### config.mk
export PLATFORM = sky130hd
export DESIGN_NAME = positional_list_engine_unit
export DESIGN_NICKNAME = d
export VERILOG_FILES = /design/src/ple_pkg.sv /design/src/ple_ram.sv /design/src/ple_ctrl.sv /design/src/positional_list_engine_unit.sv
export VERILOG_INCLUDE_DIRS = /design/src /design/src/src
export SDC_FILE = /design/constraint.sdc
export NUM_CORES = 1
export LEC_CHECK = 0
export BUFFER_PORTS_ARGS = -buffer_cell sky130_fd_sc_hd__buf_2
export CORE_ASPECT_RATIO = 0.75
export CORE_MARGIN = 10
export CORE_UTILIZATION = 30
export DETAILED_ROUTE_END_ITERATION = 8
export PLACE_DENSITY = 0.46
export SETUP_SLACK_MARGIN = 0.02
export SYNTH_ARGS = -nofsm -noshare
export SYNTH_HDL_FRONTEND = slang
export SYNTH_SLANG_ARGS = --single-unit
### constraint.sdc
create_clock -name i_clk -period 13.3 [get_ports i_clk]
set_input_delay 1.33 -clock i_clk [delete_from_list [all_inputs] [get_ports i_clk]]
set_output_delay 1.33 -clock i_clk [all_outputs]
set_load 0.01 [all_outputs]
### src/positional_list_engine_unit_assert.svh
// Assertion helpers shared by the list engine files.
`ifndef POSITIONAL_LIST_ENGINE_UNIT_ASSERT_SVH
`define POSITIONAL_LIST_ENGINE_UNIT_ASSERT_SVH

`ifndef SYNTHESIS
// Same-cycle implication, checked outside reset.
`define PLE_ASSERT_IMP(lbl, clk, rst_n, ante, cons, msg) \
    lbl: assert property (@(posedge clk) disable iff (!(rst_n)) (ante) |-> (cons)) \
        else $error(msg);
// Next-cycle implication, checked outside reset.
`define PLE_ASSERT_NXT(lbl, clk, rst_n, ante, cons, msg) \
    lbl: assert property (@(posedge clk) disable iff (!(rst_n)) (ante) |=> (cons)) \
        else $error(msg);
`else
`define PLE_ASSERT_IMP(lbl, clk, rst_n, ante, cons, msg)
`define PLE_ASSERT_NXT(lbl, clk, rst_n, ante, cons, msg)
`endif

`endif

### src/ple_pkg.sv
`timescale 1ns / 1ps
`default_nettype none

package ple_pkg;

    localparam int TYPE_W      = 3;
    localparam int POS_W       = 7;
    localparam int HANDLE_IO_W = 11;
    localparam int LEN_IO_W    = 7;
    localparam int STATUS_W    = 2;
    localparam int S_TDATA_W   = 24;
    localparam int M_TDATA_W   = 24;

    typedef enum logic [TYPE_W-1:0] {
        REQ_INS_HEAD = 3'd0,
        REQ_INS_TAIL = 3'd1,
        REQ_INS_POS  = 3'd2,
        REQ_REM_HEAD = 3'd3,
        REQ_REM_TAIL = 3'd4,
        REQ_REM_POS  = 3'd5
    } t_req_type;

    typedef enum logic [STATUS_W-1:0] {
        ST_DONE  = 2'd0,
        ST_RANGE = 2'd1,
        ST_EMPTY = 2'd2,
        ST_FULL  = 2'd3
    } t_status;

    // Finished request handed from the sequencer to the output register.
    typedef struct packed {
        logic                   valid;
        t_status                status;
        logic [HANDLE_IO_W-1:0] removed;
        logic [LEN_IO_W-1:0]    list_len;
    } t_rsp;

endpackage

`default_nettype wire

### src/ple_ram.sv
`timescale 1ns / 1ps
`default_nettype none

module ple_ram #(
    parameter int WIDTH = 11,
    parameter int DEPTH = 64
) (
    input  wire logic                             i_clk,
    input  wire logic                             i_wr_en,
    input  wire logic [$clog2(DEPTH)-1:0]         i_wr_addr,
    input  wire logic [WIDTH-1:0]                 i_wr_data,
    input  wire logic                             i_rd_en,
    input  wire logic [$clog2(DEPTH)-1:0]         i_rd_addr,
    output logic      [WIDTH-1:0]                 o_rd_data
);

    logic [WIDTH-1:0] r_mem [DEPTH];
    logic [WIDTH-1:0] r_rd_data;

    always_ff @(posedge i_clk) begin
        if (i_wr_en) begin
            r_mem[i_wr_addr] <= i_wr_data;
        end
        if (i_rd_en) begin
            r_rd_data <= r_mem[i_rd_addr];
        end
    end

    assign o_rd_data = r_rd_data;

endmodule

`default_nettype wire

### src/ple_ctrl.sv
`timescale 1ns / 1ps
`default_nettype none
`include "positional_list_engine_unit_assert.svh"

module ple_ctrl #(
    parameter int LIST_DEPTH = 64,
    parameter int SW         = 11
) (
    input  wire logic                            i_clk,
    input  wire logic                            i_rst_n,
    input  wire logic                            i_req_valid,
    input  wire ple_pkg::t_req_type              i_req_type,
    input  wire logic [ple_pkg::POS_W-1:0]       i_position,
    input  wire logic [SW-1:0]                   i_handle,
    output logic                                 o_idle,
    input  wire logic                            i_rsp_take,
    output ple_pkg::t_rsp                        o_rsp,
    output logic                                 o_wr_en,
    output logic [$clog2(LIST_DEPTH)-1:0]        o_wr_addr,
    output logic [SW-1:0]                        o_wr_data,
    output logic                                 o_rd_en,
    output logic [$clog2(LIST_DEPTH)-1:0]        o_rd_addr,
    input  wire logic [SW-1:0]                   i_rd_data
);

    import ple_pkg::*;

    localparam int AW = $clog2(LIST_DEPTH);
    localparam int LW = $clog2(LIST_DEPTH + 1);
    localparam int CW = (LW > POS_W) ? LW : POS_W;

    typedef enum logic [4:0] {
        S_IDLE = 5'b00001,
        S_INS  = 5'b00010,
        S_TAKE = 5'b00100,
        S_REM  = 5'b01000,
        S_RESP = 5'b10000
    } t_state;

    t_state          r_state,  n_state;
    logic [LW-1:0]   r_len,    n_len;
    logic [AW-1:0]   r_idx,    n_idx;
    logic [AW-1:0]   r_pos,    n_pos;
    logic [AW-1:0]   r_wa,     n_wa;
    logic            r_pend,   n_pend;
    logic [SW-1:0]   r_handle, n_handle;
    logic [SW-1:0]   r_taken,  n_taken;
    t_status         r_status, n_status;

    logic [CW-1:0]   len_c;
    logic [CW-1:0]   pos_c;
    logic [CW-1:0]   eff_pos;
    logic            is_ins;
    logic            is_rem;
    logic            more_rem;

    assign len_c = CW'(r_len);
    assign pos_c = CW'(i_position);
    assign more_rem = (LW'(r_idx) + LW'(1)) < r_len;

    // Resolve the request kind to one effective list position.
    always_comb begin
        eff_pos = '0;
        is_ins  = 1'b0;
        is_rem  = 1'b0;
        unique case (i_req_type)
            REQ_INS_HEAD: begin
                is_ins = 1'b1;
            end
            REQ_INS_TAIL: begin
                is_ins  = 1'b1;
                eff_pos = len_c;
            end
            REQ_INS_POS: begin
                is_ins  = 1'b1;
                eff_pos = pos_c;
            end
            REQ_REM_HEAD: begin
                is_rem = 1'b1;
            end
            REQ_REM_TAIL: begin
                is_rem  = 1'b1;
                eff_pos = len_c - CW'(1);
            end
            REQ_REM_POS: begin
                is_rem  = 1'b1;
                eff_pos = pos_c;
            end
            default: begin
            end
        endcase
    end

    always_comb begin
        n_state  = r_state;
        n_len    = r_len;
        n_idx    = r_idx;
        n_pos    = r_pos;
        n_wa     = r_wa;
        n_pend   = r_pend;
        n_handle = r_handle;
        n_taken  = r_taken;
        n_status = r_status;
        o_wr_en   = 1'b0;
        o_wr_addr = r_wa;
        o_wr_data = i_rd_data;
        o_rd_en   = 1'b0;
        o_rd_addr = r_idx;

        unique case (r_state)
            S_IDLE: begin
                if (i_req_valid) begin
                    n_status = ST_DONE;
                    n_taken  = '0;
                    n_pend   = 1'b0;
                    n_state  = S_RESP;
                    if (is_ins) begin
                        if (r_len == LW'(LIST_DEPTH)) begin
                            n_status = ST_FULL;
                        end else if (eff_pos > len_c) begin
                            n_status = ST_RANGE;
                        end else begin
                            n_idx    = r_len[AW-1:0];
                            n_pos    = eff_pos[AW-1:0];
                            n_handle = i_handle;
                            n_state  = S_INS;
                        end
                    end else if (is_rem) begin
                        if (r_len == '0) begin
                            n_status = ST_EMPTY;
                        end else if (eff_pos >= len_c) begin
                            n_status = ST_RANGE;
                        end else begin
                            // Fetch the entry that leaves the list.
                            o_rd_en   = 1'b1;
                            o_rd_addr = eff_pos[AW-1:0];
                            n_idx     = eff_pos[AW-1:0];
                            n_state   = S_TAKE;
                        end
                    end
                end
            end
            S_INS: begin
                // Walk from the tail down, moving each entry up by one slot.
                if (r_pend) begin
                    o_wr_en   = 1'b1;
                    o_wr_addr = r_wa;
                    o_wr_data = i_rd_data;
                end else if (r_idx == r_pos) begin
                    o_wr_en   = 1'b1;
                    o_wr_addr = r_pos;
                    o_wr_data = r_handle;
                    n_len     = r_len + LW'(1);
                    n_state   = S_RESP;
                end
                if (r_idx != r_pos) begin
                    o_rd_en   = 1'b1;
                    o_rd_addr = r_idx - AW'(1);
                    n_pend    = 1'b1;
                    n_wa      = r_idx;
                    n_idx     = r_idx - AW'(1);
                end else begin
                    n_pend = 1'b0;
                end
            end
            S_TAKE: begin
                n_taken = i_rd_data;
                n_state = S_REM;
            end
            S_REM: begin
                // Walk toward the tail, moving each entry down by one slot.
                if (r_pend) begin
                    o_wr_en   = 1'b1;
                    o_wr_addr = r_wa;
                    o_wr_data = i_rd_data;
                end
                if (more_rem) begin
                    o_rd_en   = 1'b1;
                    o_rd_addr = r_idx + AW'(1);
                    n_pend    = 1'b1;
                    n_wa      = r_idx;
                    n_idx     = r_idx + AW'(1);
                end else begin
                    n_pend = 1'b0;
                    if (!r_pend) begin
                        n_len   = r_len - LW'(1);
                        n_state = S_RESP;
                    end
                end
            end
            S_RESP: begin
                if (i_rsp_take) begin
                    n_state = S_IDLE;
                end
            end
            default: begin
                n_state = S_IDLE;
            end
        endcase
    end

    always_ff @(posedge i_clk) begin
        if (!i_rst_n) begin
            r_state <= S_IDLE;
            r_len   <= '0;
            r_pend  <= 1'b0;
        end else begin
            r_state <= n_state;
            r_len   <= n_len;
            r_pend  <= n_pend;
        end
    end

    always_ff @(posedge i_clk) begin
        r_idx    <= n_idx;
        r_pos    <= n_pos;
        r_wa     <= n_wa;
        r_handle <= n_handle;
        r_taken  <= n_taken;
        r_status <= n_status;
    end

    assign o_idle = (r_state == S_IDLE);

    always_comb begin
        o_rsp          = '0;
        o_rsp.valid    = (r_state == S_RESP);
        o_rsp.status   = r_status;
        o_rsp.removed  = HANDLE_IO_W'(r_taken);
        o_rsp.list_len = LEN_IO_W'(r_len);
    end

    `PLE_ASSERT_IMP(a_len_bound, i_clk, i_rst_n, 1'b1, r_len <= LW'(LIST_DEPTH), "length above capacity")
    `PLE_ASSERT_IMP(a_full_len, i_clk, i_rst_n, (r_state == S_RESP) && (r_status == ST_FULL), r_len == LW'(LIST_DEPTH), "full status on a list with room")
    `PLE_ASSERT_NXT(a_accept_busy, i_clk, i_rst_n, i_req_valid && (r_state == S_IDLE), r_state != S_IDLE, "accepted request did not start")

endmodule

`default_nettype wire

### src/positional_list_engine_unit.sv
// Positional list engine: an ordered list of entry handles with room for
// LIST_DEPTH entries, kept in list order in one RAM (slot 0 is the head).
// Requests arrive on the slave stream: tuser carries the request kind and
// tdata carries the position and the handle. Each request gives exactly one
// transaction on the master stream with the status in tuser, and the removed
// handle and the new list length in tdata.
// A rejected or unknown request goes straight to its result. An insert or a
// removal first moves the entries from the position toward the tail by one
// slot; one slot moves per cycle through the single RAM write port. The
// slave side is ready only while no request is in progress.
// A finished result waits in the output register, and the next request is
// accepted while it waits; if a second result finishes before the first is
// taken, the sequencer holds it and stays busy until the receiver drains.
// Reset (synchronous, active low) empties the list and drops any result;
// RAM contents are not cleared, since only slots below the length are read.
`timescale 1ns / 1ps
`default_nettype none
`include "positional_list_engine_unit_assert.svh"

module positional_list_engine_unit #(
    parameter int LIST_DEPTH   = 64,
    parameter int HANDLE_WIDTH = 11
) (
    input  wire logic                               i_clk,
    input  wire logic                               i_rst_n,
    input  wire logic                               i_s_tvalid,
    output logic                                    o_s_tready,
    // [6:0] position, [17:7] entry_handle, [23:18] zero
    input  wire logic [ple_pkg::S_TDATA_W-1:0]      i_s_tdata,
    // [2:0] req_type
    input  wire logic [ple_pkg::TYPE_W-1:0]         i_s_tuser,
    output logic                                    o_m_tvalid,
    input  wire logic                               i_m_tready,
    // [10:0] removed_handle, [17:11] list_length, [23:18] zero
    output logic      [ple_pkg::M_TDATA_W-1:0]      o_m_tdata,
    // [1:0] status
    output logic      [ple_pkg::STATUS_W-1:0]       o_m_tuser
);

    import ple_pkg::*;

    // Stored handle width: the handle field itself is only HANDLE_IO_W bits.
    localparam int SW = (HANDLE_WIDTH < HANDLE_IO_W) ? HANDLE_WIDTH : HANDLE_IO_W;
    localparam int AW = $clog2(LIST_DEPTH);

    t_rsp                    rsp;
    logic                    idle;
    logic                    rsp_take;
    logic                    wr_en;
    logic [AW-1:0]           wr_addr;
    logic [SW-1:0]           wr_data;
    logic                    rd_en;
    logic [AW-1:0]           rd_addr;
    logic [SW-1:0]           rd_data;

    logic                    r_out_valid;
    t_status                 r_out_status;
    logic [HANDLE_IO_W-1:0]  r_out_removed;
    logic [LEN_IO_W-1:0]     r_out_len;

    assign o_s_tready = idle;

    // The output register takes a result when empty or being drained.
    assign rsp_take = rsp.valid && (!r_out_valid || i_m_tready);

    ple_ctrl #(
        .LIST_DEPTH (LIST_DEPTH),
        .SW         (SW)
    ) u_ctrl (
        .i_clk       (i_clk),
        .i_rst_n     (i_rst_n),
        .i_req_valid (i_s_tvalid),
        .i_req_type  (t_req_type'(i_s_tuser)),
        .i_position  (i_s_tdata[POS_W-1:0]),
        .i_handle    (i_s_tdata[POS_W +: SW]),
        .o_idle      (idle),
        .i_rsp_take  (rsp_take),
        .o_rsp       (rsp),
        .o_wr_en     (wr_en),
        .o_wr_addr   (wr_addr),
        .o_wr_data   (wr_data),
        .o_rd_en     (rd_en),
        .o_rd_addr   (rd_addr),
        .i_rd_data   (rd_data)
    );

    ple_ram #(
        .WIDTH (SW),
        .DEPTH (LIST_DEPTH)
    ) u_slots (
        .i_clk     (i_clk),
        .i_wr_en   (wr_en),
        .i_wr_addr (wr_addr),
        .i_wr_data (wr_data),
        .i_rd_en   (rd_en),
        .i_rd_addr (rd_addr),
        .o_rd_data (rd_data)
    );

    always_ff @(posedge i_clk) begin
        if (!i_rst_n) begin
            r_out_valid <= 1'b0;
        end else if (rsp_take) begin
            r_out_valid <= 1'b1;
        end else if (i_m_tready) begin
            r_out_valid <= 1'b0;
        end
    end

    always_ff @(posedge i_clk) begin
        if (rsp_take) begin
            r_out_status  <= rsp.status;
            r_out_removed <= rsp.removed;
            r_out_len     <= rsp.list_len;
        end
    end

    assign o_m_tvalid = r_out_valid;
    assign o_m_tuser  = r_out_status;
    assign o_m_tdata  = {(M_TDATA_W - HANDLE_IO_W - LEN_IO_W)'(0), r_out_len, r_out_removed};

    `PLE_ASSERT_NXT(a_rsp_held, i_clk, i_rst_n, rsp.valid && r_out_valid && !i_m_tready, rsp.valid, "finished result dropped while output stalled")
    `PLE_ASSERT_IMP(a_empty_len, i_clk, i_rst_n, r_out_valid && (r_out_status == ST_EMPTY), r_out_len == '0, "empty status with nonzero length")

endmodule

`default_nettype wire
==> flow_metrics.env <==
export IMPL_crit_type="input pin to flop"
export IMPL_htree_levels=3
export IMPL_synth_enable_flop_cells=777
export IMPL_dp_cells=3604
export IMPL_peakVddDrop_mv=0.0941
export IMPL_netlist_area_leader_share=0.697
export IMPL_portBuffers=46
export IMPL_routed_via_density=5.24
export IMPL_finish_cell_count_without_fillers=3753
export IMPL_outcome="completed"
export IMPL_fin_setup_tns_ns=0
export IMPL_netlist_instances=2185
export IMPL_yosys_top_cells_area="sky130_fd_sc_hd__edfxtp_1 (70%), sky130_fd_sc_hd__mux2i_1 (4.7%), sky130_fd_sc_hd__a211oi_1 (3.9%), sky130_fd_sc_hd__and3_1 (2.5%), sky130_fd_sc_hd__inv_1 (1.3%)"
export IMPL_end_kind="flop"
export IMPL_hold_slack_ns=0.415
export IMPL_fillers=10601
export IMPL_num_vias=19656
export IMPL_timing_hold_violations_final=0
export IMPL_floorplan_io_pins=59
export IMPL_cpMaxStageDelayCell="sky130_fd_sc_hd__a211oi_1"
export IMPL_synthMostInstantiatedCell="sky130_fd_sc_hd__edfxtp_1"
export IMPL_core_area_um2=111000
export IMPL_worstHoldPathType="flop to flop"
export IMPL_power_per_cell_area_nw_per_um2=156
export IMPL_grt_pass1_wl_um=137000
export IMPL_synth_commonest_cells="sky130_fd_sc_hd__edfxtp_1 (777), sky130_fd_sc_hd__a211oi_1 (173), sky130_fd_sc_hd__mux2i_1 (156)"
export IMPL_syn2layout_area_growth_pct=13.8
export IMPL_place_ws_ns=4.62
export IMPL_layout_area_seq_um2=23600
export IMPL_grt_setup_unrepaired="no"
export IMPL_yosysSeqAreaShare=0.705
export IMPL_share_of_post_route_cells_with_drive_strength_above_1=0.145
export IMPL_drt_initial_drc_count=2138
export IMPL_multi_input_comb_area_um2=8750
export IMPL_drv_cap=0
export IMPL_initial_utilization=0.301
export IMPL_critical_path_max_fanout=50
export IMPL_detail_route_drc_violations=0
export IMPL_postPlaceCellArea_um2=35400
export IMPL_clock_tree_root_cell="sky130_fd_sc_hd__clkbuf_16"
export IMPL_die_y_um=309
export IMPL_fp_dieW_um=406
export IMPL_setup_worst_path_start_class="input pin"
export IMPL_critPathArrivalTime_ns=8.55
export IMPL_antenna_left=0
export IMPL_synth_seq_cells=791
export IMPL_cts_buffer_depth=3
export IMPL_worst_setup_hold_path_clk_slew_ns=0.06
export IMPL_postCtsSetupBuffers=0
export IMPL_setup_viol_count_final=0
export IMPL_syn_cell_area_um2=33500
export IMPL_cts_hold_buffers=0
export IMPL_antenna_cells=0
export IMPL_post_dp_hpwl_um=57500
export IMPL_cellLeakagePower_nw=12.8
export IMPL_total_number_of_placement_rows=106
export IMPL_finalWorstPathRequiredPeriod_ns=8.19
export IMPL_timing_worst_slew_pin_value_ns=1.40
export IMPL_grt_max_degree=154
export IMPL_netlist_cell_type_count=77
export IMPL_fin_area_um2=38100
export IMPL_timing_max_transition_violations_final=0
export IMPL_finalNetCount=2276
export IMPL_fmaxAchievable_mhz=122
export IMPL_totalWireLength_um=95200
export IMPL_tritoncts_clock_tree="done"
export IMPL_firstDrtPassIters=5
export IMPL_yosysTopAreaCell="sky130_fd_sc_hd__edfxtp_1"
export IMPL_antenna_found_initial=5
export IMPL_slew_headroom=0.0449
export IMPL_reg2reg_setup_slack_ns=5.26
export IMPL_clock_latency_ns=0.67
export IMPL_post_cts_resized_instances=0
export IMPL_wl_per_cell_um=25.4
export IMPL_yosysWarningCount=0
export IMPL_die_area_um2=125000
export IMPL_period_share=0.616
export IMPL_finClkSkew_ns=0.0295
export IMPL_grt_usage=0.149
export IMPL_globalRoute_totalOverflow=0
export IMPL_cts_num_sinks=791
export IMPL_async_flop_share=0
export IMPL_synthesis_area_per_instance_um2=15.3
export IMPL_ys_dominant_reg_cell="sky130_fd_sc_hd__edfxtp_1"
export IMPL_cts_made_buffers=80
export IMPL_worst_path_largest_cell_delay_ns=1.04
export IMPL_place_gp_congestion=0.826
export IMPL_critical_path_cell_chain="buf_2 > nor2b_1 > o21bai_1 > a22oi_1 > o21ai_0 > ha_1 > a21oi_1 > o21ai_0 > a21o_1 > nor2_1 > a311o_2 > nand2_4 > buf_4 > buf_4 > mux2i_1 > o221ai_1 > a211oi_1 > nor3_2"
export IMPL_timing_critical_path_required_ns=13.66
export IMPL_grt_pass1_vias=19035
export IMPL_final_setup_worst_slack_ns=5.11
-- metal layers --
| layer | global-route usage | vias up | share of wire |
|---|---|---|---|
| li1 | - | 8753 | - |
| met4 | 0.0336 | 0 | 0.019 |
| met1 | 0.215 | 10193 | 0.47 |
| met5 | 0 | - | 0 |
| met2 | 0.220 | 597 | 0.43 |
| met3 | 0.0416 | 113 | 0.076 |
-- where the power goes --
group | total, mW | internal (mW) | switching (mW) | leakage (nW)
Clock | 2.32 | 1.34 | 0.977 | 1.32
Combinational | 0.882 | 0.275 | 0.607 | 4.32
Sequential | 2.76 | 2.74 | 0.0175 | 7.11
Total | 5.96 | 4.36 | 1.60 | 12.8
-- cell type report --
| type | instances | share of cell area |
|---|---|---|
| Clock buffer | 98 | 0.0571 |
| Clock inverter | 51 | 0.0139 |
| Inverter | 117 | 0.0115 |
| Multi-Input combinational cell | 1127 | 0.230 |
| Sequential cell | 791 | 0.620 |
| Tap cell | 1458 | 0.0479 |
| Timing Repair Buffer | 111 | 0.0198 |
-- worst max-delay path, delay by kind of cell --
family,cells,cell delay [ns]
simple gates,4,1.28
buf+inv,3,1.81
compound gates,9,3.49
mux,1,0.26
fa+ha+maj,1,0.29
-- state kept, by name (all words and copies together), names as in the netlist, 5 cells and up --
name               count
r_out_len              7
r_out_removed         11
u_ctrl.len_c           7
u_ctrl.r_handle       11
u_ctrl.r_idx           6
u_ctrl.r_pos           6
u_ctrl.r_state         5
u_ctrl.r_taken        11
u_ctrl.r_wa            6
u_slots.o_rd_data     11
u_slots.r_mem        704
-- logic make-up (layout without fill, tap and decap cells) --
group	Yosys count	in the layout	share of synthesized area
muxes	206	206	0.0725
and+or+nand+nor	426	426	0.0686
other	1	6	0.000112
AOI/OAI and AO/OA	454	454	0.106
DFF	791	791	0.705
adders and majority gates	17	17	0.00635
buffers and inverters	272	377	0.0361
xor gates and xnor gates	18	18	0.00471
-- final timing paths --
kind	from	to	cells after the start
worst max-delay path	i_s_tuser[0]	u_slots.o_rd_data[2]	18
worst min-delay path	u_ctrl.r_taken[3]	r_out_removed[3]	0
worst min register to register	u_ctrl.r_taken[3]	r_out_removed[3]	0
worst max register to register	u_ctrl.len_c[0]	u_slots.o_rd_data[2]	20
-- layout by cell type (no fill, tap or decap), types with 14 or more instances in the layout --
master                      count
sky130_fd_sc_hd__and2_1        19
sky130_fd_sc_hd__mux4_2        19
sky130_fd_sc_hd__clkinv_1      15
sky130_fd_sc_hd__o221ai_1      33
sky130_fd_sc_hd__and3_1       132
sky130_fd_sc_hd__clkinv_2      18
sky130_fd_sc_hd__buf_2         46
sky130_fd_sc_hd__mux2i_1      156
sky130_fd_sc_hd__mux2_2        25
sky130_fd_sc_hd__a221oi_1      23
sky130_fd_sc_hd__edfxtp_1     777
sky130_fd_sc_hd__nor2_1       105
sky130_fd_sc_hd__nand2b_1      14
sky130_fd_sc_hd__ha_1          17
sky130_fd_sc_hd__o2111ai_1     35
sky130_fd_sc_hd__inv_1        117
sky130_fd_sc_hd__buf_4         62
sky130_fd_sc_hd__nand3_1       25
sky130_fd_sc_hd__nand2_1       45
sky130_fd_sc_hd__dfxtp_1       14
sky130_fd_sc_hd__o21ai_0       44
sky130_fd_sc_hd__o211ai_1      18
sky130_fd_sc_hd__a21boi_0      15
sky130_fd_sc_hd__nand4_1       16
sky130_fd_sc_hd__clkbuf_16     83
sky130_fd_sc_hd__a211oi_1     173
sky130_fd_sc_hd__a21oi_1       21
-- metrics by stage --
stage	total power, mW	util
final	5.96	0.343
after global routing	6.18	0.343
after CTS	6.02	0.343
after detailed placement	3.69	0.318
after global placement	3.69	0.318
after floorplan	3.36	-
(Power assumes the default switching activity.)
